**src/rtl/spte_pkg.sv**
```systemverilog
// ----------------------------------------------------------------------------
// spte_pkg
// Shared types and codes for the servo packet transaction engine.
// ----------------------------------------------------------------------------
package spte_pkg;

	// request types
	localparam logic [1:0] REQ_CMD  = 2'd0;
	localparam logic [1:0] REQ_RX   = 2'd1;
	localparam logic [1:0] REQ_TICK = 2'd2;

	// result kinds
	localparam logic KIND_TX   = 1'b0;
	localparam logic KIND_DONE = 1'b1;

	// completion status codes
	localparam logic [1:0] ST_OK        = 2'd0;
	localparam logic [1:0] ST_TIMEOUT   = 2'd1;
	localparam logic [1:0] ST_SERVO_ERR = 2'd2;

	// configuration register indexes
	localparam int unsigned CFG_IDX_W  = 1;
	localparam int unsigned CFG_DATA_W = 16;
	localparam logic [CFG_IDX_W-1:0] REG_SERVO_ID     = 1'd0;
	localparam logic [CFG_IDX_W-1:0] REG_TIMEOUT_TICKS = 1'd1;

	// reset values of the configuration registers
	localparam logic [7:0]  SERVO_ID_RST = 8'd1;
	localparam logic [15:0] TIMEOUT_RST  = 16'd100;

	// status packet length limits
	localparam logic [3:0] RESP_MIN       = 4'd6;
	localparam logic [3:0] MAX_RESP_BYTES = 4'd8;

	// one job handed from the front to the back
	typedef struct packed {
		logic        kind;
		logic [7:0]  id;
		logic [7:0]  instr;
		logic [7:0]  addr;
		logic        two_val;
		logic [15:0] value;
		logic [7:0]  chk;
		logic [1:0]  status;
		logic [15:0] read_value;
		logic [7:0]  servo_error;
	} job_t;

endpackage

```
**src/rtl/spte_rsp_if.sv**
```systemverilog
// ----------------------------------------------------------------------------
// spte_rsp_if
// Result channel: transmit bytes and transaction completions.
// ----------------------------------------------------------------------------
interface spte_rsp_if;
	logic        valid;
	logic        ready;
	logic        out_kind;
	logic [7:0]  tx_byte;
	logic        tx_last;
	logic [1:0]  status_code;
	logic [15:0] read_value;
	logic [7:0]  servo_error;

	modport source (
		output valid, out_kind, tx_byte, tx_last, status_code, read_value,
		       servo_error,
		input  ready
	);
	modport sink (
		input  valid, out_kind, tx_byte, tx_last, status_code, read_value,
		       servo_error,
		output ready
	);
endinterface

```
**src/rtl/spte_back.sv**
```systemverilog
// ----------------------------------------------------------------------------
// spte_back
// Carries out jobs: serializes an instruction packet one byte a cycle while
// the output is not stalled, or hands on a completion, through an output register.
// ----------------------------------------------------------------------------
module spte_back import spte_pkg::*; (
	input  logic       clk,
	input  logic       arst_n,
	input  logic       pop_valid,
	input  job_t       pop_job,
	output logic       pop_ready,
	spte_rsp_if.source rsp
);

	// packet byte positions
	localparam logic [3:0] BYTE_SYNC_A   = 4'd0;
	localparam logic [3:0] BYTE_SYNC_B   = 4'd1;
	localparam logic [3:0] BYTE_ID       = 4'd2;
	localparam logic [3:0] BYTE_LEN      = 4'd3;
	localparam logic [3:0] BYTE_INSTR    = 4'd4;
	localparam logic [3:0] BYTE_ADDR     = 4'd5;
	localparam logic [3:0] BYTE_VAL_LO   = 4'd6;
	localparam logic [3:0] BYTE_VAL_HI   = 4'd7;
	localparam logic [3:0] BYTE_CHK_TWO  = 4'd8;
	localparam logic [7:0] SYNC_BYTE     = 8'hFF;
	localparam logic [7:0] LEN_ONE_VAL   = 8'd4;
	localparam logic [7:0] LEN_TWO_VAL   = 8'd5;

	job_t        cur_q;
	logic        cur_valid_q;
	logic [3:0]  idx_q;
	logic        out_valid_q;
	logic        out_kind_q;
	logic [7:0]  tx_byte_q;
	logic        tx_last_q;
	logic [1:0]  status_q;
	logic [15:0] read_value_q;
	logic [7:0]  servo_error_q;

	logic        can_load;
	logic [3:0]  last_idx;
	logic        word_last;
	logic [7:0]  sel_byte;

	assign can_load  = !out_valid_q || rsp.ready;
	assign last_idx  = cur_q.two_val ? BYTE_CHK_TWO : BYTE_VAL_HI;
	assign word_last = (cur_q.kind == KIND_DONE) || (idx_q == last_idx);
	assign pop_ready = !cur_valid_q || (can_load && word_last);

	// packet byte select
	always_comb begin
		unique case (idx_q) inside
			BYTE_SYNC_A, BYTE_SYNC_B: sel_byte = SYNC_BYTE;
			BYTE_ID:                  sel_byte = cur_q.id;
			BYTE_LEN:                 sel_byte = cur_q.two_val ? LEN_TWO_VAL : LEN_ONE_VAL;
			BYTE_INSTR:               sel_byte = cur_q.instr;
			BYTE_ADDR:                sel_byte = cur_q.addr;
			BYTE_VAL_LO:              sel_byte = cur_q.value[7:0];
			BYTE_VAL_HI:              sel_byte = cur_q.two_val ? cur_q.value[15:8] : cur_q.chk;
			BYTE_CHK_TWO:             sel_byte = cur_q.chk;
			default:                  sel_byte = 8'd0;
		endcase
	end

	// current job control
	always_ff @(posedge clk or negedge arst_n) begin
		if (!arst_n) begin
			cur_valid_q <= 1'b0;
			idx_q       <= 4'd0;
		end else if (pop_valid && pop_ready) begin
			cur_valid_q <= 1'b1;
			idx_q       <= 4'd0;
		end else if (cur_valid_q && can_load) begin
			if (word_last)
				cur_valid_q <= 1'b0;
			else
				idx_q <= idx_q + 4'd1;
		end
	end

	// current job payload
	always_ff @(posedge clk) begin
		if (pop_valid && pop_ready)
			cur_q <= pop_job;
	end

	// output register valid
	always_ff @(posedge clk or negedge arst_n) begin
		if (!arst_n)
			out_valid_q <= 1'b0;
		else if (can_load)
			out_valid_q <= cur_valid_q;
	end

	// output register word
	always_ff @(posedge clk) begin
		if (can_load && cur_valid_q) begin
			out_kind_q <= cur_q.kind;
			if (cur_q.kind == KIND_TX) begin
				tx_byte_q     <= sel_byte;
				tx_last_q     <= word_last;
				status_q      <= ST_OK;
				read_value_q  <= 16'd0;
				servo_error_q <= 8'd0;
			end else begin
				tx_byte_q     <= 8'd0;
				tx_last_q     <= 1'b0;
				status_q      <= cur_q.status;
				read_value_q  <= cur_q.read_value;
				servo_error_q <= cur_q.servo_error;
			end
		end
	end

	assign rsp.valid       = out_valid_q;
	assign rsp.out_kind    = out_kind_q;
	assign rsp.tx_byte     = tx_byte_q;
	assign rsp.tx_last     = tx_last_q;
	assign rsp.status_code = status_q;
	assign rsp.read_value  = read_value_q;
	assign rsp.servo_error = servo_error_q;

`ifndef NO_ASSERTIONS
	// byte position never runs past the checksum of the packet
	a_idx_range: assert property (@(posedge clk) disable iff (!arst_n)
		(cur_valid_q && cur_q.kind == KIND_TX) |-> (idx_q <= last_idx))
		else $error("packet byte position past checksum");
`endif

endmodule

```
**src/flat_wrapper.sv**
```systemverilog
// flat-port wrapper written by rule: the top's interface ports become plain ports
module spte_back_flat import spte_pkg::*;
  (clk, arst_n, pop_valid, pop_job, pop_ready, rsp_valid, rsp_out_kind, rsp_tx_byte, rsp_tx_last, rsp_status_code, rsp_read_value, rsp_servo_error, rsp_ready);
  spte_rsp_if rsp_i ();
  input  logic clk;
  input  logic arst_n;
  input  logic pop_valid;
  input  job_t pop_job;
  output logic pop_ready;
  output wire logic [$bits(rsp_i.valid)-1:0] rsp_valid;
  output wire logic [$bits(rsp_i.out_kind)-1:0] rsp_out_kind;
  output wire logic [$bits(rsp_i.tx_byte)-1:0] rsp_tx_byte;
  output wire logic [$bits(rsp_i.tx_last)-1:0] rsp_tx_last;
  output wire logic [$bits(rsp_i.status_code)-1:0] rsp_status_code;
  output wire logic [$bits(rsp_i.read_value)-1:0] rsp_read_value;
  output wire logic [$bits(rsp_i.servo_error)-1:0] rsp_servo_error;
  input wire logic [$bits(rsp_i.ready)-1:0] rsp_ready;
  assign rsp_valid = rsp_i.valid;
  assign rsp_out_kind = rsp_i.out_kind;
  assign rsp_tx_byte = rsp_i.tx_byte;
  assign rsp_tx_last = rsp_i.tx_last;
  assign rsp_status_code = rsp_i.status_code;
  assign rsp_read_value = rsp_i.read_value;
  assign rsp_servo_error = rsp_i.servo_error;
  assign rsp_i.ready = rsp_ready;
  spte_back u_core (.clk(clk), .arst_n(arst_n), .pop_valid(pop_valid), .pop_job(pop_job), .pop_ready(pop_ready), .rsp(rsp_i));
endmodule
```
**config.mk**
```make
export PLATFORM = sky130hd
export DESIGN_NAME = spte_back_flat
export DESIGN_NICKNAME = d
export VERILOG_FILES = /design/src/rtl/spte_pkg.sv /design/src/rtl/spte_rsp_if.sv /design/src/rtl/spte_back.sv /design/src/flat_wrapper.sv
export SDC_FILE = /design/constraint.sdc
export NUM_CORES = 1
export LEC_CHECK = 0
export BUFFER_PORTS_ARGS = -buffer_cell sky130_fd_sc_hd__buf_2
export CELL_PAD_IN_SITES_DETAIL_PLACEMENT = 1
export CELL_PAD_IN_SITES_GLOBAL_PLACEMENT = 1
export CORE_MARGIN = 2
export CORE_UTILIZATION = 43
export CTS_CLUSTER_DIAMETER = 120
export DETAILED_ROUTE_END_ITERATION = 10
export PLACE_DENSITY_LB_ADDON = 0.1
export SETUP_SLACK_MARGIN = 0.4
export SLEW_MARGIN = 30
export SYNTH_ARGS = -nofsm -noshare
export SYNTH_HDL_FRONTEND = slang
export SYNTH_SLANG_ARGS = --single-unit
```
**constraint.sdc**
```tcl
create_clock -name clk -period 9.37 [get_ports clk]
set_input_delay 1.874 -clock clk [delete_from_list [all_inputs] [get_ports clk]]
set_output_delay 1.874 -clock clk [all_outputs]
set_load 0.01 [all_outputs]
```
Word-level counts from Yosys, hierarchy flattened
Cells that the tools add are included.
- add/sub/neg operators: 1
- equal/unequal tests: 10
- muxes and demuxes: 10
- reductions and logical operators: 14
- operators by type and width (cell ; count):
    $pmux 8 s8 ; 1
    $eq 4x3->1 const B ; 4
    $mux 4 ; 4
    $eq 4x2->1 const B ; 2
    $mux 8 ; 1
    $add 4x1->4 const B ; 1
    $eq 4x1->1 const B ; 1
    $eq 4x4->1 ; 1
    $eq 4x4->1 const B ; 1
    $logic_not 4->1 ; 1
    $mux 1 ; 4
    $reduce_and 2->1 ; 2
    $reduce_bool 2->1 ; 2
    $logic_and 1x1->1 ; 3
    $logic_or 1x1->1 ; 3
    $logic_not 1->1 ; 2
    $ne 2x2->1 const B ; 1
    $reduce_or 2->1 ; 1
- flip-flop bits (word level): 118
- input port bits: 80
- output and inout port bits: 38
- word-level logic and storage cells: 54

Depth between registers and ports, before layout
- word-level depth: 8
- depth in mapped cells: 7
- depth with buffers taken out: 6

Worst setup path after synthesis
OpenSTA, ideal clock, no wires.
- path kind: in2reg
- start: in rsp_ready
- end: reg u_core.cur_q[0] in the netlist's numbering, enable pin
- setup time: 0.627 ns
- arrival time: 7.885 ns
- required time: 8.743 ns
- path slack: 0.858 ns
- stages: 4
- buffers on the path: 1
- cell sequence: nand2b_1 clkbuf_1 o21ai_0 a21boi_0
- cells in the longest elaborated chain, start to end: 4
- ends and longest elaborated chain (what ; RTL line ; text):
    from (decl) ; flat_wrapper.sv:17 ; input wire logic [$bits(rsp_i.ready)-1:0] rsp_ready;
    $logic_or 1x1->1 ; spte_back.sv:45 ; assign can_load = !out_valid_q || rsp.ready;
    $logic_and 1x1->1 ; spte_back.sv:48 ; assign pop_ready = !cur_valid_q || (can_load && word_last);
    $logic_or 1x1->1 ; spte_back.sv:48 ;
    $logic_and 1x1->1 ; spte_back.sv:83 ; if (pop_valid && pop_ready)
    to (signal assigned) ; spte_back.sv:84 ; cur_q <= pop_job;
    to (decl) ; spte_back.sv:29 ; job_t cur_q;
No other way between the ends.
A chain may end at the register's enable or synchronous reset.

Final worst setup path
- start: in rsp_ready
- end: out pop_ready
- cells in the longest elaborated chain, start to end: 3
- ends and longest elaborated chain (what ; RTL line ; text):
    $logic_or 1x1->1 ; spte_back.sv:45 ;
    $logic_and 1x1->1 ; spte_back.sv:48 ;
    $logic_or 1x1->1 ; spte_back.sv:48 ;
    to (decl) ; flat_wrapper.sv:9 ; output logic pop_ready;
No other way between the ends.

==> results.json <==
{
  "outcome": "completed",
  "pin_count": 118,
  "grt.met3_usage": 0.0656,
  "postCtsSetupBuffers": 0,
  "die_h_um": 106,
  "cts_buffer_depth": 2,
  "grt.total_usage": 0.188,
  "critPathKind": "input pin to output port",
  "postCtsHoldBufs": 0,
  "hold_class": "flop to flop",
  "synth.net_count": 362,
  "die_area_um2": 11300,
  "use_met1": 0.232,
  "synth_edf_count": 112,
  "start_kind": "input pin",
  "synthMuxAreaShare": 0.00971,
  "cts.clk_slew.worst_paths_ns": 0.05,
  "drtIter0Drc": 136,
  "via_count": 2782,
  "netlist_instances": 278,
  "synth_cell_type_count": 43,
  "start_util": 0.441,
  "overflow": 0,
  "powerDensity_nw_per_um2": 283,
  "synth_top_family_by_area": "simple AND/OR/NAND/NOR gates",
  "crit_fanout": 8,
  "setup_tns_ns": 0,
  "p_leak_uw": 0.00228,
  "drive_above_1_share": 0.379,
  "worst_ep_arrival_time_ns": 2.75,
  "fin_nets": 488,
  "rsz0062_at_grt": "no",
  "synth_compound_area_frac": 0.0885,
  "drt-total-wl_mm": 9.81,
  "synth_area_per_cell_um2": 16.2,
  "synth_warnings": 0,
  "ys_seq_area_frac": 0.779,
  "cp.required_ns": 7.50,
  "min_period_over_period": 0.494,
  "clock-sinks": 118,
  "ir_worst_vdd_mv": 0.164,
  "cts_buffers": 17,
  "cap_violations": 0,
  "drt_pass1_iterations": 5,
  "ys_ff_latch": 118,
  "synth_area_um2": 4510,
  "dp_hpwl_mm": 6.58,
  "synth_fa_ha_area_frac": 0.0111,
  "ant_nets": 0,
  "grt_use_met2": 0.306,
  "row_count": 37,
  "tightestPinTransition_ns": 0.767,
  "antenna_found_initial": 1,
  "fin_skew_ns": 0.00706,
  "grt_pass1_wl_mm": 15.5,
  "top_usage_layer": "met2",
  "synth_top_area_share": 0.746,
  "fin_crit_ns": 4.63,
  "synth.area.top_cells": "edfxtp_1, and2_1, dfrtp_1",
  "setup_viol": 0,
  "ys.flop_type": "edfxtp_1",
  "final_common_cell": "buf_2",
  "cts_root_buf": "clkbuf_8",
  "synth-xor-area-share": 0,
  "grt_pass1_vias": 2906,
  "core-area_um2": 10200,
  "hold_viol_final": 0,
  "yosys.area_share.simple": 0.0918,
  "cts_resized": 0,
  "portBuffers": 117,
  "syn_to_final_growth_pct": 29.1,
  "worstSetupEndpointType": "output port",
  "tritoncts": "done",
  "yosysTopAreaCell": "edfxtp_1",
  "drc": 0,
  "most-common-layout-cells": "buf_2, edfxtp_1, and2_1",
  "relSlewSlack": 0.489,
  "insertion_delay_ns": 0.51,
  "clock.fmax_ghz": 0.216,
  "viasPerCell": 5.05,
  "final_max_slew_viol_count": 0,
  "fp.dieW_um": 106,
  "grt_max_degree": 59,
  "htree_num_levels": 4,
  "fin_total_pwr_uw": 1650,
  "async_reset_ff_frac": 0.0508,
  "place.gp.congestion": 0.766,
  "wl_per_cell_um": 17.8
}
==> state kept, by name (all words and copies together), names as in the netlist, 2 cells and up <==
name                    cells
u_core.rsp.servo_error      8
u_core.rsp.status_code      2
u_core.rsp.read_value      16
u_core.cur_q               76
u_core.idx_q                4
u_core.rsp.tx_byte          8
==> through the flow <==
stage / hold WS, ns / instances / setup slack [ns] / util / instance area (µm²)
finish: 0.524 / 551 / 4.74 / 0.569 / 5820
global route: 0.533 / 550 / 4.63 / 0.569 / 5820
CTS: 0.526 / 550 / 4.74 / 0.569 / 5820
detailed placement: 0.512 / 521 / 4.75 / 0.515 / 5270
global placement: 0.506 / 520 / 4.77 / 0.512 / 5240
floorplan: 0.503 / 278 / 0.858 / - / 4510
==> kinds of logic (layout without fill, tap and decap cells) <==
| group | after synthesis | after routing |
|---|---|---|
| compound gates | 54 | 54 |
| fa+ha+maj | 4 | 4 |
| buf+inv | 21 | 157 |
| flops | 118 | 118 |
| mux | 4 | 4 |
| other cells | 0 | 1 |
| simple gates | 77 | 77 |
==> Yosys cell counts, drive strengths merged, types with 3 or more instances <==
cell,n
edfxtp,112
and2,27
nand2,21
a21oi,14
o21ai,12
clkbuf,10
inv,8
nor2,7
dfrtp,6
nor3,5
a221o,4
and3,4
ha,4
a22o,3
a41o,3
buf,3
mux2,3
nand3,3
nor2b,3
==> layout make-up <==
class | count | area, µm²
fill | 1015 | 4410
inverter | 8 | 30.0
tap | 136 | 170
antenna | 1 | 2.50
clock inverter | 12 | 139
clock buffer | 17 | 414
timing repair buffer | 120 | 628
sequential | 118 | 3510
multi-input combinational | 139 | 926
==> critical path, cell delays in order <==
cell      delay [ns]
buf_2           0.08
nand2b_1        0.27
o21ai_0         0.28
nand2_1         0.12
buf_2           0.13
==> final timing paths <==
kind	start	endpoint	slack, ns	cells after the start
max	rsp_ready	pop_ready	4.74	5
min	u_core.cur_q[5]	u_core.rsp.servo_error[5]	0.52	1
max reg2reg	u_core.idx_q[2]	u_core.cur_q[2]	5.93	5
min reg2reg	u_core.cur_q[5]	u_core.rsp.servo_error[5]	0.52	1
max in group asynchronous	arst_n	u_core.idx_q[0]	8.05	1
min in group asynchronous	arst_n	u_core.rsp.valid	1.18	1
==> power by group <==
part,switching (µW),internal [µW]
logic,185,136
clock network,215,395
registers,49.4,666
total,450,1200
==> per-layer routing <==
layer  up-vias  share of wire
li1       1318              -
met1      1364           0.42
met2        87           0.52
met3        13          0.048
met4         0          0.017
met5         -              0
Note: power is estimated with default switching activity, not from simulation.
