**config.mk**
```make
export PLATFORM = sky130hd
export DESIGN_NAME = spte_queue
export DESIGN_NICKNAME = d
export VERILOG_FILES = /design/src/rtl/spte_pkg.sv /design/src/rtl/spte_queue.sv
export SDC_FILE = /design/constraint.sdc
export NUM_CORES = 1
export LEC_CHECK = 0
export BUFFER_PORTS_ARGS = -buffer_cell sky130_fd_sc_hd__buf_2
export CORE_MARGIN = 2
export CORE_UTILIZATION = 45
export DETAILED_ROUTE_END_ITERATION = 8
export HOLD_SLACK_MARGIN = 0.15
export PLACE_DENSITY = 0.77
export SLEW_MARGIN = 20
export SYNTH_ARGS = -nofsm -noshare
export SYNTH_HDL_FRONTEND = slang
export SYNTH_SLANG_ARGS = --single-unit
```
**constraint.sdc**
```tcl
create_clock -name clk -period 3.2 [get_ports clk]
set_input_delay 0.64 -clock clk [delete_from_list [all_inputs] [get_ports clk]]
set_output_delay 0.64 -clock clk [all_outputs]
set_load 0.02 [all_outputs]
```
**src/rtl/spte_pkg.sv**
```systemverilog
// ----------------------------------------------------------------------------
// spte_pkg
// Shared types and codes for the servo packet transaction engine.
// ----------------------------------------------------------------------------
package spte_pkg;

	// request types
	localparam logic [1:0] REQ_CMD  = 2'd0;
	localparam logic [1:0] REQ_RX   = 2'd1;
	localparam logic [1:0] REQ_TICK = 2'd2;

	// result kinds
	localparam logic KIND_TX   = 1'b0;
	localparam logic KIND_DONE = 1'b1;

	// completion status codes
	localparam logic [1:0] ST_OK        = 2'd0;
	localparam logic [1:0] ST_TIMEOUT   = 2'd1;
	localparam logic [1:0] ST_SERVO_ERR = 2'd2;

	// configuration register indexes
	localparam int unsigned CFG_IDX_W  = 1;
	localparam int unsigned CFG_DATA_W = 16;
	localparam logic [CFG_IDX_W-1:0] REG_SERVO_ID     = 1'd0;
	localparam logic [CFG_IDX_W-1:0] REG_TIMEOUT_TICKS = 1'd1;

	// reset values of the configuration registers
	localparam logic [7:0]  SERVO_ID_RST = 8'd1;
	localparam logic [15:0] TIMEOUT_RST  = 16'd100;

	// status packet length limits
	localparam logic [3:0] RESP_MIN       = 4'd6;
	localparam logic [3:0] MAX_RESP_BYTES = 4'd8;

	// one job handed from the front to the back
	typedef struct packed {
		logic        kind;
		logic [7:0]  id;
		logic [7:0]  instr;
		logic [7:0]  addr;
		logic        two_val;
		logic [15:0] value;
		logic [7:0]  chk;
		logic [1:0]  status;
		logic [15:0] read_value;
		logic [7:0]  servo_error;
	} job_t;

endpackage

```
**src/rtl/spte_queue.sv**
```systemverilog
// ----------------------------------------------------------------------------
// spte_queue
// Short job queue between the front and the back.
// ----------------------------------------------------------------------------
module spte_queue import spte_pkg::*; #(
	parameter int unsigned DEPTH = 4
) (
	input  logic clk,
	input  logic arst_n,
	input  logic push_valid,
	input  job_t push_job,
	output logic push_ready,
	output logic pop_valid,
	output job_t pop_job,
	input  logic pop_ready
);

	localparam int unsigned PTR_W = (DEPTH > 1) ? $clog2(DEPTH) : 1;
	localparam int unsigned CNT_W = $clog2(DEPTH + 1);

	job_t             mem_q [DEPTH];
	logic [PTR_W-1:0] wr_ptr_q;
	logic [PTR_W-1:0] rd_ptr_q;
	logic [CNT_W-1:0] count_q;
	logic             push_fire;
	logic             pop_fire;

	assign push_ready = (count_q != CNT_W'(DEPTH));
	assign pop_valid  = (count_q != '0);
	assign pop_job    = mem_q[rd_ptr_q];
	assign push_fire  = push_valid & push_ready;
	assign pop_fire   = pop_valid & pop_ready;

	// storage
	always_ff @(posedge clk) begin
		if (push_fire)
			mem_q[wr_ptr_q] <= push_job;
	end

	// pointers and fill count
	always_ff @(posedge clk or negedge arst_n) begin
		if (!arst_n) begin
			wr_ptr_q <= '0;
			rd_ptr_q <= '0;
			count_q  <= '0;
		end else begin
			if (push_fire)
				wr_ptr_q <= (wr_ptr_q == PTR_W'(DEPTH - 1)) ? '0 : wr_ptr_q + 1'b1;
			if (pop_fire)
				rd_ptr_q <= (rd_ptr_q == PTR_W'(DEPTH - 1)) ? '0 : rd_ptr_q + 1'b1;
			if (push_fire && !pop_fire)
				count_q <= count_q + 1'b1;
			else if (pop_fire && !push_fire)
				count_q <= count_q - 1'b1;
		end
	end

`ifndef NO_ASSERTIONS
	a_count_bound: assert property (@(posedge clk) disable iff (!arst_n)
		count_q <= CNT_W'(DEPTH))
		else $error("queue fill count beyond depth");

	// an empty queue has its pointers together
	a_empty_ptrs: assert property (@(posedge clk) disable iff (!arst_n)
		(count_q == '0) |-> (rd_ptr_q == wr_ptr_q))
		else $error("queue pointers apart while empty");
`endif

endmodule

```
Word level (Yosys, flattened, before mapping):

Memories as Yosys holds them, arrays and structs flattened.
Index checks and enable logic that the tools add are counted.

* output and inout bits: 78
* RAM bits: 304
* flip-flop bits (word level): 7
* bits of input ports: 80
* word-level logic and storage cells: 25
* memories kept: 1

* muxes and demuxes: 6
* reductions and logical operators: 6
* $add $sub $neg: 4
* equal/unequal tests: 3
* bitwise logic cells: 2

Memory list
* mem_q: words 4, width 76, read ports 1, clocked after Yosys merged registers in 0, write ports 1, RTL line spte_queue.sv:21 `job_t mem_q [DEPTH];`

Operators by type and width (number)
* two-way mux 3 bit: 2
* adder 2 x 1 -> 2 bit, second input constant: 2
* == test 2 bit, second input constant: 2
* two-way mux 2 bit: 2
* adder 3 x 1 -> 3 bit, second input constant: 1
* inequality test 3 bit, second input constant: 1
* nonzero test 3 bit: 1
* subtractor 3 x 1 -> 3 bit, second input constant: 1
* bitwise AND 1 bit: 2
* logical AND 1 bit: 2
* zero test 1 bit: 2
* two-way mux 1 bit: 2
* nonzero test 2 bit: 1

Longest topological paths before layout:

Gate-level depths: netlist of the first run.

* word-level depth: 6
* mapped depth: 8
* gate-level depth less buffers: 8

Least setup slack after synthesis of the first run:

No wires, ideal clock.

* path kind: input to register
* start: in push_valid
* end: mem mem_q[1][0] (netlist name), enable pin
* arrival time: 2.816 ns
* buffers on the path: 0
* required time: 2.757 ns
* stages: 2
* slack: -0.058 ns
* setup time: 0.443 ns
* cell sequence: a21boi_1 > and2_1

* longest elaborated chain between the ends: 3

Ends and longest elaborated chain
* start: declaration: RTL line spte_queue.sv:10 `input logic push_valid,`
* bitwise AND 1 bit: RTL line spte_queue.sv:31 `assign push_fire = push_valid & push_ready;`
* two-way mux 1 bit: RTL line spte_queue.sv:36 `if (push_fire)`
* two-way mux 1 bit (implied by the code): RTL line spte_queue.sv:37 `mem_q[wr_ptr_q] <= push_job;`
* end: declaration: RTL line spte_queue.sv:21

Every way passes these cells.

==> flow_metrics.tcl, run 1 <==
set metrics [dict create \
    initial_core_util 0.456 \
    dpl_worst_slack_ns 0.715 \
    ctsRootBufferMaster "clkbuf_16" \
    cts_buffers 31 \
    yosys-top-cells-area "edfxtp_1 80%, mux4_2 15%, dfrtp_1 1.5%" \
    clock_sinks 311 \
    synth.distinct_cells 20 \
    io_pins 158 \
    synthCells 435 \
    synth_common_cells "304 x edfxtp_1, 76 x mux4_2, 7 x buf_2, 7 x dfrtp_1, 6 x ha_1" \
    hpwl_um 12000 \
    end_kind "primary output" \
    synth-warning-count 0 \
    seq_area_frac_synth 0.816 \
    status "completed" \
    fmax_mhz 347 \
    min_period_ns 2.88 \
    drive_gt1_frac 0.466 \
    avgSynthCellArea_um2 26.2 \
    synth_edf_count 304 \
    synth-seq-cells 311 \
    vdd_drop_max_v 0.000671 \
    yosys.area.top_type_share 0.800 \
    htree_levels 1 \
    worst_pin_slew_ns 0.603 \
    synth_flop_cell "edfxtp_1" \
    drc 0 \
    hp-class "primary input to flip-flop" \
    final_hold_viol_count 0 \
    clock_path_buffers 3 \
    core.rowCount 58 \
    cts_tree "done" \
    p_leak_nw 4.64 \
    drt-initial-drc-count 454 \
    timing.final.crit_share 0.901 \
    worstSetupPathType "flip-flop to primary output" \
    fin_ws_ns 0.317 \
    slew_violations 0 \
    areaGrowthSynthToFinish_pct 19.4 \
    core-area_um2 25000 \
    finalWirelength_um 20200 \
    num-nets-final 702 \
    routedWlPerCell_um 20.8 \
    die_area_um2 26600 \
    grt_pass1_wl_um 30800 \
    cp.required_ns 2.56 \
    die_y_um 163 \
    clk_pin_slew_ns 0.06 \
    syn-num-nets 522 \
    crit_fanout 41 \
    grt_max_degree 77 \
    finalPower_mw 13.2 \
    rsz0062_at_grt "no" \
    synth.cell_area_um2 11400 \
    port_buffers 157 \
    wl_met2_um 10100 \
    met1Wirelength_um 8370 \
    setup_viol 0 \
    start_kind "flip-flop" \
    critPathArrivalTime_ns 2.24 \
    yosys.area.top_type "edfxtp_1" \
    synth.most_common_cell "edfxtp_1" \
    fin_skew_ns 0.0104 \
    wl_met3_um 1370 \
    drtAntennaViolNets 0 \
    gp_congestion 0.746 \
    cap_violations 0 \
    grt_pass1_vias 5474 \
    dr.pass1.iters 4 \
    setup_tns_ns 0 \
    power_density_nw_per_um2 968 \
    gr-total-overflow 0 \
    via_count 5040 \
    clkLatencyLatePin_ns 0.54 \
    slew_headroom 0.598 \
    viasPerCell 5.19 \
    num-fill-cells 1891 \
    grt_antenna_before_repair 3 \
    highest_layer "met5" \
    track_usage 0.152 \
    synthArstFlopShare 0.0225 \
    fp.dieW_um 163 \
]
critical path, cell delays in order, from the launching register on:
cell and delay, ns:
dfrtp_4 0.82, buf_12 0.31, mux4_2 0.35, buf_2 0.18
logic make-up (layout without fill, tap and decap cells):
group / count (synthesis) / count (layout) / share of synthesized area
compound gates: 1 / 1 / 0.000658
xor+xnor: 3 / 3 / 0.00230
fa+ha+maj: 7 / 7 / 0.00834
buf+inv: 21 / 225 / 0.0135
flops: 311 / 311 / 0.816
mux: 81 / 81 / 0.155
other cells: 0 / 2 / 0
simple gates: 11 / 11 / 0.00472
final timing paths:
path | start | end | slack, ns | cells past startpoint
setup / recovery | rd_ptr_q[1]$_DFFE_PN0P_ | pop_job[1] | 0.32 | 3
hold reg to reg | count_q[2]$_DFFE_PN0P_ | count_q[2]$_DFFE_PN0P_ | 0.52 | 1
hold / removal | push_job[14] | mem_q[2][14]$_DFFE_PP_ | 0.32 | 1
max in group asynchronous | arst_n | rd_ptr_q[0]$_DFFE_PN0P_ | 2.52 | 2
min in group asynchronous | arst_n | count_q[0]$_DFFE_PN0P_ | 0.48 | 2
setup reg to reg | count_q[0]$_DFFE_PN0P_ | count_q[2]$_DFFE_PN0P_ | 0.91 | 8
report_power, final:
part	internal, mW	switching [mW]	total, mW	leakage [nW]
logic	1.71	2.35	4.05	1.29
clock network	2.00	1.43	3.43	0.484
registers	5.39	0.309	5.70	2.86
total	9.10	4.08	13.2	4.64
layout by cell type (no fill, tap or decap), types with 2 or more instances in the layout:
cell	netlist	routed
buf_12	2	7
nand2_1	2	2
clkinv_2	0	9
buf_2	7	157
clkbuf_16	0	31
mux2_2	5	5
xor2_1	2	2
dfrtp_1	7	5
clkinvlp_4	0	2
inv_1	3	3
nor2_1	4	4
diode_2	0	2
clkinv_1	0	9
ha_1	6	6
and2_4	0	4
mux4_2	76	76
edfxtp_1	304	304
dfrtp_4	0	2
bufinv_16	0	3
routing by layer:
| layer | up-vias | track usage |
|---|---|---|
| met4 | 2 | 0.0430 |
| met3 | 33 | 0.0353 |
| met1 | 2603 | 0.205 |
| met2 | 177 | 0.251 |
| li1 | 2225 | - |
| met5 | - | 0 |
area by class of cell:
type	instances	area (µm²)	share of cell area
clock inverters	25	201	0.0148
clock buffers	32	779	0.0572
well taps	330	413	0.0303
inverters	3	11.3	0.000827
flip-flops and latches	311	9310	0.684
repair buffers	165	936	0.0687
multi-input cells	103	1960	0.144
diodes	2	5.00	0.000368
metrics by stage:
step           hold WS [ns]  std cells  utilization  cell area, µm²
2_1_floorplan         0.344        435            -           11400
3_3_place_gp          0.480        911        0.504           12600
3_5_place_dp          0.493        911        0.504           12600
4_1_cts               0.290        969        0.544           13600
5_1_grt               0.296        971        0.544           13600
6_report              0.317        971        0.544           13600
sequential cells by signal, indices dropped and copies added, names as in the netlist:
| name | cells |
|---|---|
| mem_q | 304 |
| count_q | 3 |
| rd_ptr_q | 2 |
| wr_ptr_q | 2 |
timing repair:
action                                 CTS  global route
hold buffers                             1             0
gates resized for setup                  0             0
endpoints found under the hold margin    7             0
buffers inserted                         0             0
No activity file was read; power rests on OpenSTA's default activity.
==> run 2: changes to the inputs <==
--- a/config.mk
+++ b/config.mk
@@ -6,11 +6,14 @@
 export NUM_CORES = 1
 export LEC_CHECK = 0
 export BUFFER_PORTS_ARGS = -buffer_cell sky130_fd_sc_hd__buf_2
+export CELL_PAD_IN_SITES_DETAIL_PLACEMENT = 0
+export CELL_PAD_IN_SITES_GLOBAL_PLACEMENT = 1
 export CORE_MARGIN = 2
 export CORE_UTILIZATION = 45
 export DETAILED_ROUTE_END_ITERATION = 8
 export HOLD_SLACK_MARGIN = 0.15
-export PLACE_DENSITY = 0.77
+export PLACE_DENSITY = 0.85
+export SETUP_SLACK_MARGIN = 0.4
 export SLEW_MARGIN = 20
 export SYNTH_ARGS = -nofsm -noshare
 export SYNTH_HDL_FRONTEND = slang
==> flow_metrics.tcl, run 2 (synthesis results as in run 1) <==
set metrics [dict create \
    status "completed" \
    multi_input_area_um2 1960 \
    cpPeakStageDelay_ns 0.58 \
    track_usage 0.149 \
    drt-initial-drc-count 334 \
    holdPathEnd "mem_q[1][64]$_DFFE_PP_" \
    fin_ws_ns 0.468 \
    hpwl_um 12500 \
    cts_buffers 31 \
    port_buffers 157 \
    fmax_mhz 366 \
    dr.pass1.iters 4 \
    via_count 5117 \
    grt_pass1_vias 5531 \
    die_area_um2 26600 \
    worst_pin_slew_ns 0.570 \
    timing.rr.start "count_q[0]$_DFFE_PN0P_" \
    reg_top3 "mem_q x304, count_q x3" \
    drtAntennaViolNets 0 \
    grt_max_degree 43 \
    power_density_nw_per_um2 969 \
    areaGrowthSynthToFinish_pct 19.8 \
    holdPathStages 1 \
    slew_violations 0 \
    final-seq-area_um2 9310 \
    clkLatencyLatePin_ns 0.55 \
    min-delay-start "push_job[64]" \
    dpl_worst_slack_ns 0.744 \
    hp-class "primary input to flip-flop" \
    p_leak_nw 4.66 \
    grt_antenna_before_repair 4 \
    initial_core_util 0.456 \
    reg2regPathDepth 8 \
    clock_sinks 311 \
    gr-total-overflow 0 \
    crit_start "rd_ptr_q[0]$_DFFE_PN0P_" \
    finalPower_mw 13.2 \
    largest-register "mem_q" \
    io_pins 158 \
    cp.required_ns 2.56 \
    finalWirelength_um 20200 \
    num-fill-cells 1895 \
    largest_reg_flops 304 \
    clk_pin_slew_ns 0.06 \
    viasPerCell 5.24 \
    slew_headroom 0.619 \
    setup_viol 0 \
    core.rowCount 58 \
    final_cell_mix "304 x edfxtp_1, 157 x buf_2, 76 x mux4_2" \
    crit_fanout 42 \
    timing.final.crit_share 0.854 \
    crit_path_cell_trace "buf_16 -> mux4_2 -> buf_2" \
    cp_slowest_cell "mux4_2" \
    rsz0062_at_grt "yes" \
    clock_path_buffers 3 \
    end_kind "primary output" \
    gp_congestion 0.697 \
    min_period_ns 2.73 \
    worstSetupPathType "flip-flop to primary output" \
    layout_commonest_cell "edfxtp_1" \
    ctsRootBufferMaster "clkbuf_16" \
    fp.dieW_um 163 \
    timing.reg2reg.setup_slack_ns 0.93 \
    fin_skew_ns 0.0240 \
    drive_gt1_frac 0.467 \
    htree_levels 1 \
    setup_tns_ns 0 \
    final_util 0.546 \
    final_hold_viol_count 0 \
    grt_pass1_wl_um 30600 \
    r2r_end "count_q[2]$_DFFE_PN0P_" \
    critPathArrivalTime_ns 2.09 \
    drc 0 \
    num-nets-final 708 \
    routedWlPerCell_um 20.6 \
    cts_tree "done" \
    cap_violations 0 \
    die_y_um 163 \
    start_kind "flip-flop" \
    vdd_drop_max_v 0.000831 \
    core-area_um2 25000 \
]
==> run 2: cell types whose count changed in the layout (fill, tap and decap cells not counted) <==
cell and delta:
buf_4 +5, clkbuf_1 +5, clkinv_2 -3, clkinv_1 -2, buf_12 -1, buf_16 +1, buf_6 +1
==> run 2: report_power, final <==
group / switching [mW] / internal (mW) / total, mW
Sequential: 0.248 / 5.38 / 5.63
Combinational: 2.43 / 1.75 / 4.18
Clock: 1.42 / 2.01 / 3.44
==> run 2: layer usage <==
| layer | vias up | wire, µm | GRT usage |
|---|---|---|---|
| li1 | 2238 | - | - |
| met1 | 2681 | 8200 | 0.197 |
| met2 | 156 | 10200 | 0.254 |
| met3 | 38 | 1220 | 0.0320 |
| met4 | 4 | 466 | 0.0426 |
| met5 | - | 24 | 0 |
==> run 2: layout make-up <==
type / count / share of cell area
repair buffers: 171 / 0.0726
diodes: 2 / 0.000366
clock buffers: 37 / 0.0584
flip-flops and latches: 311 / 0.681
multi-input cells: 103 / 0.143
inverters: 3 / 0.000824
well taps: 330 / 0.0302
clock inverters: 20 / 0.0131
==> run 2: through the flow <==
stage	cell area, µm²	hold WS (ns)	std cells
6_report	13700	0.303	977
3_5_place_dp	12700	0.490	916
3_3_place_gp	12700	0.477	916
5_1_grt	13700	0.282	977
2_1_floorplan	11400	0.344	435
4_1_cts	13700	0.277	975
==> run 2: how the worst max path moves through the flow <==
stage	endpoint	slack, ns
finish	pop_job[26]	0.47
global route	pop_job[26]	0.37
CTS	pop_job[26]	0.40
detailed placement	count_q[2]$_DFFE_PN0P_	0.74
global placement	count_q[2]$_DFFE_PN0P_	0.83
floorplan	mem_q[0][0]$_DFFE_PP_	0.76
==> run 2: worst max-delay path: cells and delay by family, from the launching register on <==
family,cells,cell delay [ns]
multiplexers,1,0.58
flip-flops,1,0.45
buffers and inverters,2,0.47
==> run 2: repair_timing <==
item | in CTS | in global routing
endpoints found under the hold margin | 7 | 0
hold buffers | 1 | 0
gates resized for setup | 0 | 1
buffers inserted | 1 | 0
setup endpoints to repair | 9 | 30
